### config.mk
export PLATFORM = sky130hd
export DESIGN_NAME = ptrs_cfg
export DESIGN_NICKNAME = d
export VERILOG_FILES = /design/src/rtl/ptrs_pkg.sv /design/src/rtl/ptrs_cfg.sv
export SDC_FILE = /design/constraint.sdc
export NUM_CORES = 1
export LEC_CHECK = 0
export BUFFER_PORTS_ARGS = -buffer_cell sky130_fd_sc_hd__buf_2
export CAP_MARGIN = 20
export CORE_ASPECT_RATIO = 0.6
export CORE_MARGIN = 5
export CORE_UTILIZATION = 56
export DETAILED_ROUTE_END_ITERATION = 6
export PLACE_DENSITY = 0.95
export SLEW_MARGIN = 20
export SYNTH_ARGS = -nofsm -noshare
export SYNTH_HDL_FRONTEND = slang
export SYNTH_SLANG_ARGS = --single-unit
### constraint.sdc
create_clock -name clk -period 4.55 [get_ports clk]
set_input_delay 0.455 -clock clk [delete_from_list [all_inputs] [get_ports clk]]
set_output_delay 0.455 -clock clk [all_outputs]
set_load 0.01 [all_outputs]
### src/rtl/ptrs_pkg.sv
// Shared types and constants for the point translate, rotate and scale block.
`default_nettype none
package ptrs_pkg;

    localparam int CoefW = 30;                  // matrix entry, signed Q2.28
    localparam int FracR = 28;
    localparam int NumEntries = 9;
    localparam int QuoBits = 29;

    localparam logic [CoefW-1:0] CoefOne = CoefW'(1) << FracR;

    // Register indexes on the configuration port
    localparam logic [2:0] REG_ROT_W   = 3'd0;
    localparam logic [2:0] REG_ROT_X   = 3'd1;
    localparam logic [2:0] REG_ROT_Y   = 3'd2;
    localparam logic [2:0] REG_ROT_Z   = 3'd3;
    localparam logic [2:0] REG_SHIFT_X = 3'd4;
    localparam logic [2:0] REG_SHIFT_Y = 3'd5;
    localparam logic [2:0] REG_SHIFT_Z = 3'd6;
    localparam logic [2:0] REG_SCALE   = 3'd7;

    typedef logic signed [CoefW-1:0] coef_t;
    typedef coef_t [NumEntries-1:0] mat_t;

    typedef struct packed {
        logic signed [15:0] rot_w;
        logic signed [15:0] rot_x;
        logic signed [15:0] rot_y;
        logic signed [15:0] rot_z;
        logic signed [31:0] shift_x;
        logic signed [31:0] shift_y;
        logic signed [31:0] shift_z;
        logic signed [31:0] scale;
    } cfg_t;

    typedef enum logic [2:0] {
        SEQ_IDLE,
        SEQ_PROD,
        SEQ_SUM,
        SEQ_LOAD,
        SEQ_DIV
    } seq_state_t;

endpackage
`default_nettype wire

### src/rtl/ptrs_cfg.sv
// APB register file holding the quaternion, translation and scale.
`default_nettype none
module ptrs_cfg
    import ptrs_pkg::*;
(
    input  wire logic        clk,
    input  wire logic        rst_n,
    input  wire logic        psel,
    input  wire logic        penable,
    input  wire logic        pwrite,
    input  wire logic [4:0]  paddr,
    input  wire logic [31:0] pwdata,
    output logic      [31:0] prdata,
    output logic             pready,
    output cfg_t             cfg,
    output logic             rot_wr
);

    cfg_t       cfg_reg;
    logic       wr_en;
    logic [2:0] idx;

    assign pready = 1'b1;
    assign idx    = paddr[4:2];
    assign wr_en  = psel && penable && pwrite;
    assign cfg    = cfg_reg;
    assign rot_wr = wr_en && !idx[2];

    always_ff @(posedge clk or negedge rst_n)
    begin
        if (!rst_n)
        begin
            cfg_reg.rot_w   <= 16'sd16384;
            cfg_reg.rot_x   <= '0;
            cfg_reg.rot_y   <= '0;
            cfg_reg.rot_z   <= '0;
            cfg_reg.shift_x <= '0;
            cfg_reg.shift_y <= '0;
            cfg_reg.shift_z <= '0;
            cfg_reg.scale   <= 32'sd65536;
        end
        else if (wr_en)
        begin
            unique case (idx)
                REG_ROT_W:   cfg_reg.rot_w   <= pwdata[15:0];
                REG_ROT_X:   cfg_reg.rot_x   <= pwdata[15:0];
                REG_ROT_Y:   cfg_reg.rot_y   <= pwdata[15:0];
                REG_ROT_Z:   cfg_reg.rot_z   <= pwdata[15:0];
                REG_SHIFT_X: cfg_reg.shift_x <= pwdata;
                REG_SHIFT_Y: cfg_reg.shift_y <= pwdata;
                REG_SHIFT_Z: cfg_reg.shift_z <= pwdata;
                REG_SCALE:   cfg_reg.scale   <= pwdata;
                default:     ;
            endcase
        end
    end

    always_comb
    begin
        unique case (idx)
            REG_ROT_W:   prdata = {{16{cfg_reg.rot_w[15]}}, cfg_reg.rot_w};
            REG_ROT_X:   prdata = {{16{cfg_reg.rot_x[15]}}, cfg_reg.rot_x};
            REG_ROT_Y:   prdata = {{16{cfg_reg.rot_y[15]}}, cfg_reg.rot_y};
            REG_ROT_Z:   prdata = {{16{cfg_reg.rot_z[15]}}, cfg_reg.rot_z};
            REG_SHIFT_X: prdata = cfg_reg.shift_x;
            REG_SHIFT_Y: prdata = cfg_reg.shift_y;
            REG_SHIFT_Z: prdata = cfg_reg.shift_z;
            REG_SCALE:   prdata = cfg_reg.scale;
            default:     prdata = '0;
        endcase
    end

endmodule
`default_nettype wire

==> run metrics, run 1 <==
status completed; Avg Inst Size Synth 14.20 sq um; maximum capacitance violations 0; design area 10,800 sq um; initial drt markers 481; area delta synth->final 24.30%; worst path bufs/invs 3; clk slew on worst S/H paths 70 ps; postcts setup bufs 0; Via-to-Cell Ratio 5.985; Post-synth top flop dfrtp_1; YS warnings 0; VDD IR max roughly 0.00026 V; diode count 0; Fill cells around 1,000; synthesized area between 8000 and 9000 sq um; Total Power 5.058 mW; Final Worst Setup Slack between 1500 and 2000 ps; pins over their slew limit 0; slowest stage delay, CP 730 ps; post-synth top area cell dfrtp_1; Setup crit end kind output port; post-synthesis instance total 612; post-route ant nets 0; Post-layout nets 907; Clock Skews 0 ps; unrepaired setup endpoints after global routing no; fin cells 1,081; Arr. time, crit path ~2500 ps; antenna violations before repair 0; Die Wd 170.8 um; Seq/Total Area, Yosys a little under three fifths; delay-heaviest family, CP buffers and inverters; Distinct cells, synth 31; Clock Sinks ~190; Hold Vio Cnt, Final 0; Synth async-reset ratio 100.0%; Total Routing Usage GR approximately 28%; top cell type's share of synthesized area a little over half; Tcrit/Tclk final approximately 66%; RR Endpoint cfg[188]$_DFFE_PN0P_; vias in the first global route 6,748; fmax 0.3343 GHz; area of the core 15,280 sq um; root buf cell clkbuf_16; via count roughly 6,500; worst slew pin tran between 1000 and 1500 ps; clock insertion delay at the later pin of the skew report 400 ps; Reg2Reg Launch Point cfg[188]$_DFFE_PN0P_; drc violations 0; power density over the cells 468.2 nW/um^2; Vert. Die Dim 106.5 um; TNS Setup 0 ps; HPWL after DPL roughly 18,000 um; CTS tree built; register area 4807 sq um; grt ovf 0; synth top area cells dfrtp_1 (55%), mux2_2 (23%), mux2i_1 (5.0%); critical-path cell list buf_4 -> buf_4 -> or3_1 -> o22a_1 -> buf_2; setup violators final 0; syn_nets roughly 650; R2R cell count 1; H-tree Lvls 4; DIE AREA about 18,000 sq um; dpl cell area 10,210 sq um; max reg flops 192; min cycle time layout between 2000 and 3000 ps; CP Class in2out; # IOs 268; CTS-repair resized insts 0; routed len/inst roughly 24 um; Post-CTS Hold Fix Bufs 0; I/O Buffers 264; flop2flop setup slack 3710 ps; CTS Buf Count 17; critical path's slowest cell or3_1; Crit path required time 4090 ps; LEAKAGE roughly 5.5 nW; area of the multi-input gates approximately 3700 sq um; site row count 35; Placed Cells between 1,000 and 1,500; HP Class in2async; first-pass GRT wire length 39,380 um; largest net degree at the start of global routing between 100 and 150; relative slew slack 28.50%; most frequent cells in the layout buf_2 (261), dfrtp_1 (190), mux2_2 (178); FF+latch count, synth between 150 and 200; CP dominant cell by count buf_4; routability congestion estimate 0.8433; fraction of layout cells with a size suffix above 1 58.43%; Place WS 1354 ps; CTS max path bufs 2; Total Routed Length about 26,000 um; Startpoint Class primary input; most common cell after layout, fill and taps aside buf_2; Fin Hold WS about 36 ps; first drt pass iteration count 5; Util after Layout between 70% and 80%; initial cell density of the core 56.86%; Worst Path Max Fanout 31; number of synthesized flops with an enable pin 0
[cells in the mapped netlist (8+ instances only)]
cell type  number
clkbuf_1        8
mux2i_1        43
o22ai_1        13
mux2_1         14
nor2_1         20
o22a_1         14
a211oi_1       14
nand2_1        38
dfrtp_1       190
buf_2          29
mux2_2        178
mux4_2         18
[per-layer routing]
layer / track usage (%) / vias to the layer above / share of wire, %
met4: 7.858 / 0 / 1.4
met3: 5.983 / 27 / 8.2
met5: 0 / - / 0
met1: 39.87 / 3375 / 43
li1: - / 2749 / -
met2: 44.50 / 319 / 47
[cells by family after synthesis]
family                 count (synthesis)  synth area share (%)
multiplexers                         253                 34.49
buffers and inverters                 44                 2.448
other                                  1               0.04315
AND/OR/NAND/NOR                       71                 3.455
AO/OA/AOI/OAI                         51                 4.247
flip-flops                           192                 55.31
[worst max path at each step]
stage	to	start	slack, ps	cells past startpoint
after detailed placement	cfg[49]$_DFFE_PN0P_	paddr[3]	1350	4
after global routing	prdata[1]	paddr[2]	1450	7
after floorplan	prdata[7]	paddr[2]	2370	6
after global placement	cfg[57]$_DFFE_PN0P_	paddr[3]	1400	4
final	prdata[8]	paddr[2]	1560	5
after CTS	prdata[8]	paddr[2]	1580	5
[layout make-up]
type                       count  area share [%]
multi-input combinational    376           34.34
clock inverter                13           1.123
inverter                       2         0.06949
tap                          203           2.351
clock buffer                  19           4.193
timing repair buffer         276           13.42
sequential                   192           44.50
[report_power, final]
| part | internal [mW] | switching [mW] | total, mW |
|---|---|---|---|
| logic | 0.650 | 0.659 | 1.31 |
| clock network | 0.752 | 0.673 | 1.42 |
| registers | 2.04 | 0.281 | 2.32 |
| total | 3.45 | 1.61 | 5.06 |
Power figures use the tool's default switching activity.
==> inputs of run 2 (changes only) <==
- ABC_AREA: unset -> 1
- CORE_UTILIZATION: 56 -> 47
- PLACE_DENSITY: 0.95 -> 0.88
- clock period: 4.55 -> 2.7 ns (I/O delays scaled with it)
==> run metrics, run 2 <==
power density over the cells 800.1 nW/um^2 (was 468.2 nW/um^2); post-synthesis instance total 1,090 (was 612); setup violators final 0 (unchanged); first drt pass iteration count 5 (unchanged); Startpoint Class primary input (unchanged); grt ovf 0 (unchanged); synthesized area 8982 sq um (was 8691 sq um); Worst Path Max Fanout 64 (was 31); fraction of layout cells with a size suffix above 1 25.38% (was 58.43%); clk slew on worst S/H paths 70 ps (about the same); Post-synth top cells nand2_1 (200), dfrtp_1 (190), nor2_1 (161) (was dfrtp_1 (190), mux2_2 (178), mux2i_1 (43)); NetSw 3.113 mW (was 1.612 mW); min cycle time layout 2231 ps; fmax 0.4483 GHz; Clock Sinks 192 (unchanged); diode count 0 (unchanged); site row count 39 (was 35); area of the multi-input gates 3556 sq um (was 3710 sq um); first-pass GRT wire length 47,290 um (was 39,380 um); VDD IR max 0.0005011 V (was 0.0002578 V); area of the core 18,880 sq um (was 15,280 sq um); Total Power 8.844 mW (was 5.058 mW); Placed Cells 1,533 (was 1,048); Util after Layout 58.54% (was 70.68%); # IOs 268 (unchanged); dpl cell area 10,470 sq um (was 10,210 sq um); via count 9,100 (was 6,470); initial cell density of the core 47.57% (was 56.86%); Seq/Total Area, Yosys 53.52% (was 55.31%); status completed (unchanged); HP Class in2reg (was in2async); Fill cells 1,659 (was 1,047); post-synth top area cell dfrtp_1 (unchanged); Vert. Die Dim 117.1 um (was 106.5 um); Distinct cells, synth 20 (was 31); Avg Inst Size Synth 8.241 sq um (was 14.20 sq um); switching share of total power 35.20% (was 31.87%); I/O Buffers 264 (unchanged); fin cells 1,566 (was 1,081); Arr. time, crit path 1960 ps (was 2540 ps); Final Worst Setup Slack 469.5 ps (was 1559 ps); flop2flop setup slack 1880 ps (was 3710 ps); routability congestion estimate 0.8835 (was 0.8433); Tcrit/Tclk final 82.61%; CTS tree built (unchanged); Synth async-reset ratio 100.0% (unchanged); cell-internal power 5.731 mW (was 3.446 mW); FF+latch count, synth 192 (unchanged); worst slew pin tran 722.5 ps (was 1069 ps); Place WS 453.8 ps (was 1354 ps); register area 4807 sq um (unchanged); drc violations 0 (unchanged); area delta synth->final 23.07% (was 24.30%); design area 11,050 sq um (was 10,800 sq um); vias in the first global route 8,393 (was 6,748); sequential share of power 45.8% (was 46.0%); antenna violations before repair 0 (unchanged); largest net degree at the start of global routing 77 (was 112); Fin Hold WS 51.13 ps (was 36.10 ps); pins over their slew limit 0 (unchanged); syn_nets 1,132 (was 654); maximum capacitance violations 0 (unchanged); initial drt markers 874 (was 481); CTS Buf Count 17 (unchanged); Via-to-Cell Ratio 5.811 (was 5.985); Die Wd 188.5 um (was 170.8 um); CTS max path bufs 2 (unchanged); Total Routing Usage GR 27.44% (was 28.17%); postcts setup bufs 0 (unchanged); LEAKAGE 5.805 nW (was 5.538 nW); Setup crit end kind output port (unchanged); Crit path required time 2430 ps (was 4090 ps); unrepaired setup endpoints after global routing no (unchanged); most frequent cells in the layout buf_2 (260), nand2_1 (200), dfrtp_1 (190) (was buf_2 (261), dfrtp_1 (190), mux2_2 (178)); HPWL after DPL 20,620 um (was 17,850 um); clock insertion delay at the later pin of the skew report 430 ps (was 400 ps); number of synthesized flops with an enable pin 0 (unchanged); Total Routed Length 30,530 um (was 25,600 um); Clock power frac 28.0% (was 28.2%); CP Class in2out (unchanged); relative slew slack 51.83% (was 28.50%); synth top area cells dfrtp_1 (53%), nand4_1 (8.5%), nand2_1 (8.4%) (was dfrtp_1 (55%), mux2_2 (23%), mux2i_1 (5.0%)); Post-layout nets 1,349 (was 907); top cell type's share of synthesized area 52.93% (was 54.71%); TNS Setup 0 ps (unchanged); Post-synth top flop dfrtp_1 (unchanged); most common cell in the netlist nand2_1 (was dfrtp_1); root buf cell clkbuf_16 (unchanged); post-route ant nets 0 (unchanged); routed len/inst 19.49 um (was 23.68 um); max reg flops 192 (unchanged); YS warnings 0 (unchanged); Hold Vio Cnt, Final 0 (unchanged); H-tree Lvls 4 (unchanged); Gate power share 26.2% (was 25.9%); most common cell after layout, fill and taps aside buf_2 (unchanged); DIE AREA 22,070 sq um (was 18,190 sq um); Clock Skews 0 ps (unchanged)
[run 2: changes by cell type after synthesis, sizes merged, moves of 18 or more]
cell    previous run  this run
nand4              1       122
mux2i             43         0
clkbuf             8        36
inv                2        53
mux2             192         0
a21oi              4        97
nand2             38       202
nand3              1        70
mux4              18         0
o21ai              3        95
nor2              21       169
buf               34        53
[run 2: path summary, 6_finish.rpt]
path                                        to  depth (start not counted)           startpoint
max reg2reg                cfg[16]$_DFFE_PN1P_                          2  cfg[16]$_DFFE_PN1P_
max in group asynchronous  cfg[16]$_DFFE_PN1P_                          3                rst_n
min                        cfg[40]$_DFFE_PN0P_                          3            pwdata[8]
min reg2reg                cfg[19]$_DFFE_PN0P_                          2  cfg[19]$_DFFE_PN0P_
max                                 prdata[26]                          7             paddr[2]
min in group asynchronous  cfg[38]$_DFFE_PN0P_                          2                rst_n
[run 2: power groups by stage]
stage | registers, mW | logic (mW) | clock network (mW)
floorplan | 4.27 | 0.906 | 0
global placement | 4.04 | 2.26 | 0
detailed placement | 4.07 | 2.33 | 0
CTS | 4.03 | 2.34 | 2.51
global route | 4.12 | 2.57 | 2.64
finish | 4.05 | 2.32 | 2.48
[run 2: per-layer routing]
| layer | GRT usage (%) | routed length [um] |
|---|---|---|
| met2 | 42.51 | 13770 |
| met5 | 0 | 0 |
| met1 | 38.04 | 12860 |
| met4 | 8.443 | 473 |
| met3 | 7.913 | 3419 |
[run 2: cells by family after synthesis]
logic type / count (synthesis) / synth area share, %
buffers and inverters: 142 / 6.951
and+or+nand+nor: 563 / 28.79
DFF: 192 / 53.52
other: 1 / 0.04175
AOI/OAI and AO/OA: 192 / 10.70
[run 2: critical path, stage by stage]
cell     delay, ps
buf_4          340
buf_4          680
nand4_1        240
nand2_1        120
nor2_1          50
nand3_1         80
buf_2          160
[run 2: what timing repair did]
action,4_1_cts,5_1_grt
resized for setup,0,0
hold buffers,1,0
endpoints found under the hold margin,74,0
setup endpoints to repair,0,0
[run 2: area by class of cell]
| cell class | count | area share, % |
|---|---|---|
| Clock buffer | 19 | 4.007 |
| Clock inverter | 13 | 1.166 |
| Inverter | 53 | 1.800 |
| Multi-Input combinational cell | 756 | 32.17 |
| Sequential cell | 192 | 43.49 |
| Tap cell | 246 | 2.784 |
| Timing Repair Buffer | 287 | 14.59 |
==> inputs of run 3 (changes only) <==
- clock period: 2.7 -> 2 ns (I/O delays scaled with it)
==> run metrics, run 3 (same netlist as run 2, synthesis figures left out) <==
status completed (unchanged); setup violators final 0 (unchanged); clk slew on worst S/H paths 70 ps (about the same); R2R cell count 2 (unchanged); # IOs 268 (unchanged); Worst Path Max Fanout 76 (was 64); drc violations 0 (unchanged); first drt pass iteration count 5 (unchanged); Final Worst Setup Slack 229.1 ps (was 469.5 ps); unrepaired setup endpoints after global routing no (unchanged); Arr. time, crit path 1570 ps (was 1960 ps); Tcrit/Tclk final 88.54%; grt ovf 0 (unchanged); via count 9,235 (was 9,100); min cycle time layout 1771 ps; antenna violations before repair 0 (unchanged); flop2flop setup slack 1220 ps (was 1880 ps); I/O Buffers 264 (unchanged); post-route ant nets 0 (unchanged); Die Wd 188.5 um (unchanged); CTS max path bufs 2 (unchanged); vias in the first global route 8,622 (was 8,393); pins over their slew limit 0 (unchanged); register area 4807 sq um (unchanged); worst path bufs/invs 3 (unchanged); Fill cells 1,626 (was 1,659); slowest stage delay, CP 360 ps (was 680 ps); area of the multi-input gates 3556 sq um (unchanged); CTS Buf Count 17 (unchanged); Util after Layout 59.69% (was 58.54%); HPWL after DPL 20,930 um (was 20,620 um); CP Class in2out (unchanged); critical path's slowest cell buf_12 (was buf_4); Total Routed Length 31,110 um (was 30,530 um); Reg2Reg Launch Point cfg[190]$_DFFE_PN1P_ (was cfg[16]$_DFFE_PN1P_); maximum capacitance violations 0 (unchanged); HP Start pwdata[14] (was pwdata[8]); CP dominant cell by count nor2_1 (was buf_4); Vert. Die Dim 117.1 um (unchanged); root buf cell clkbuf_16 (unchanged); VDD IR max 0.0006875 V (was 0.0005011 V); hold path cells 3 (unchanged); power density over the cells 1060 nW/um^2 (was 800.1 nW/um^2); area delta synth->final 25.49% (was 23.07%); CTS-repair resized insts 0 (unchanged); initial drt markers 894 (was 874); CTS tree built (unchanged); first-pass GRT wire length 48,180 um (was 47,290 um); critical-path cell list buf_4 -> buf_12 -> nand3_4 -> nor2_1 -> nor2_1 -> nand3_1 -> buf_2 (was buf_4 -> buf_4 -> nand4_1 -> nand2_1 -> nor2_1 -> nand3_1 -> buf_2); LEAKAGE 5.914 nW (was 5.805 nW); clock insertion delay at the later pin of the skew report 430 ps (about the same); TNS Setup 0 ps (unchanged); most frequent cells in the layout buf_2 (260), nand2_1 (200), dfrtp_1 (190) (unchanged); largest net degree at the start of global routing 110 (was 77); delay-heaviest family, CP simple AND/OR/NAND/NOR gates (was buffers and inverters); site row count 39 (unchanged); DIE AREA 22,070 sq um (unchanged); Crit path required time 1800 ps (was 2430 ps); routed len/inst 19.53 um (was 19.49 um); initial cell density of the core 47.57% (unchanged); HP Class in2reg (unchanged); H-tree Lvls 4 (unchanged); Clock Skews 0 ps (unchanged); area of the core 18,880 sq um (unchanged); fraction of layout cells with a size suffix above 1 26.13% (was 25.38%); fmax 0.5647 GHz; routability congestion estimate 0.9058 (was 0.8835); max reg flops 192 (unchanged); Post-layout nets 1,376 (was 1,349); Hold Vio Cnt, Final 0 (unchanged); design area 11,270 sq um (was 11,050 sq um); most common cell after layout, fill and taps aside buf_2 (unchanged); Via-to-Cell Ratio 5.797 (was 5.811); Setup crit end kind output port (unchanged); diode count 0 (unchanged); Clock Sinks 192 (unchanged); dpl cell area 10,570 sq um (was 10,470 sq um); Total Routing Usage GR 27.89% (was 27.44%); Place WS 164.4 ps (was 453.8 ps); RR Endpoint cfg[190]$_DFFE_PN1P_ (was cfg[16]$_DFFE_PN1P_); Worst Hold Path EP cfg[46]$_DFFE_PN0P_ (was cfg[40]$_DFFE_PN0P_); Startpoint Class primary input (unchanged); Total Power 11.95 mW (was 8.844 mW)
## run 3: timing repair
action	4_1_cts	5_1_grt
endpoints found under the setup margin	0	16
setup buffers	0	1
hold endpoints to repair	56	0
hold buffers	12	0
## run 3: report_power, final
part	total [mW]	switching (mW)	internal (mW)
logic	3.19	1.92	1.27
clock network	3.28	1.60	1.68
registers	5.47	0.746	4.73
total	11.9	4.26	7.68
## run 3: area by class of cell
cell class | instances | area share [%]
well taps | 246 | 2.731
flip-flops and latches | 192 | 42.65
clock buffers | 19 | 4.018
clock inverters | 13 | 0.9435
repair buffers | 314 | 16.35
inverters | 53 | 1.765
multi-input cells | 756 | 31.55
## run 3: routing by layer
| layer | routed length [um] | vias to the layer above | global-route usage, % | share of wire, % |
|---|---|---|---|---|
| met1 | 12090 | 4311 | 37.87 | 39 |
| met2 | 13960 | 685 | 42.96 | 45 |
| met3 | 4431 | 61 | 9.395 | 14 |
| li1 | - | 4178 | - | - |
| met5 | 0 | - | 0 | 0 |
| met4 | 621 | 0 | 8.928 | 2.0 |
## run 3: worst register-to-register path: stages (launching register included)
cell     delay, ps
dfstp_2        550
nor2_1          50
a21oi_1        120
## run 3: through the flow
| step | std cells | hold slack [ps] |
|---|---|---|
| final | 1593 | 14.64 |
| after global routing | 1593 | 6.586 |
| after CTS | 1592 | 2.703 |
| after detailed placement | 1548 | 188.5 |
| after global placement | 1548 | 182.7 |
| after floorplan | 1090 | -95.59 |
## run 3: how the worst max path moves through the flow
stage / from / end / slack [ps] / cells after the start
floorplan: paddr[4] / prdata[17] / 650 / 8
global placement: paddr[3] / cfg[50]$_DFFE_PN0P_ / 250 / 7
detailed placement: paddr[3] / cfg[56]$_DFFE_PN0P_ / 160 / 7
CTS: cfg[159]$_DFFE_PN0P_ / prdata[16] / 9 / 5
global route: paddr[4] / prdata[12] / 60 / 9
finish: paddr[3] / prdata[9] / 230 / 7
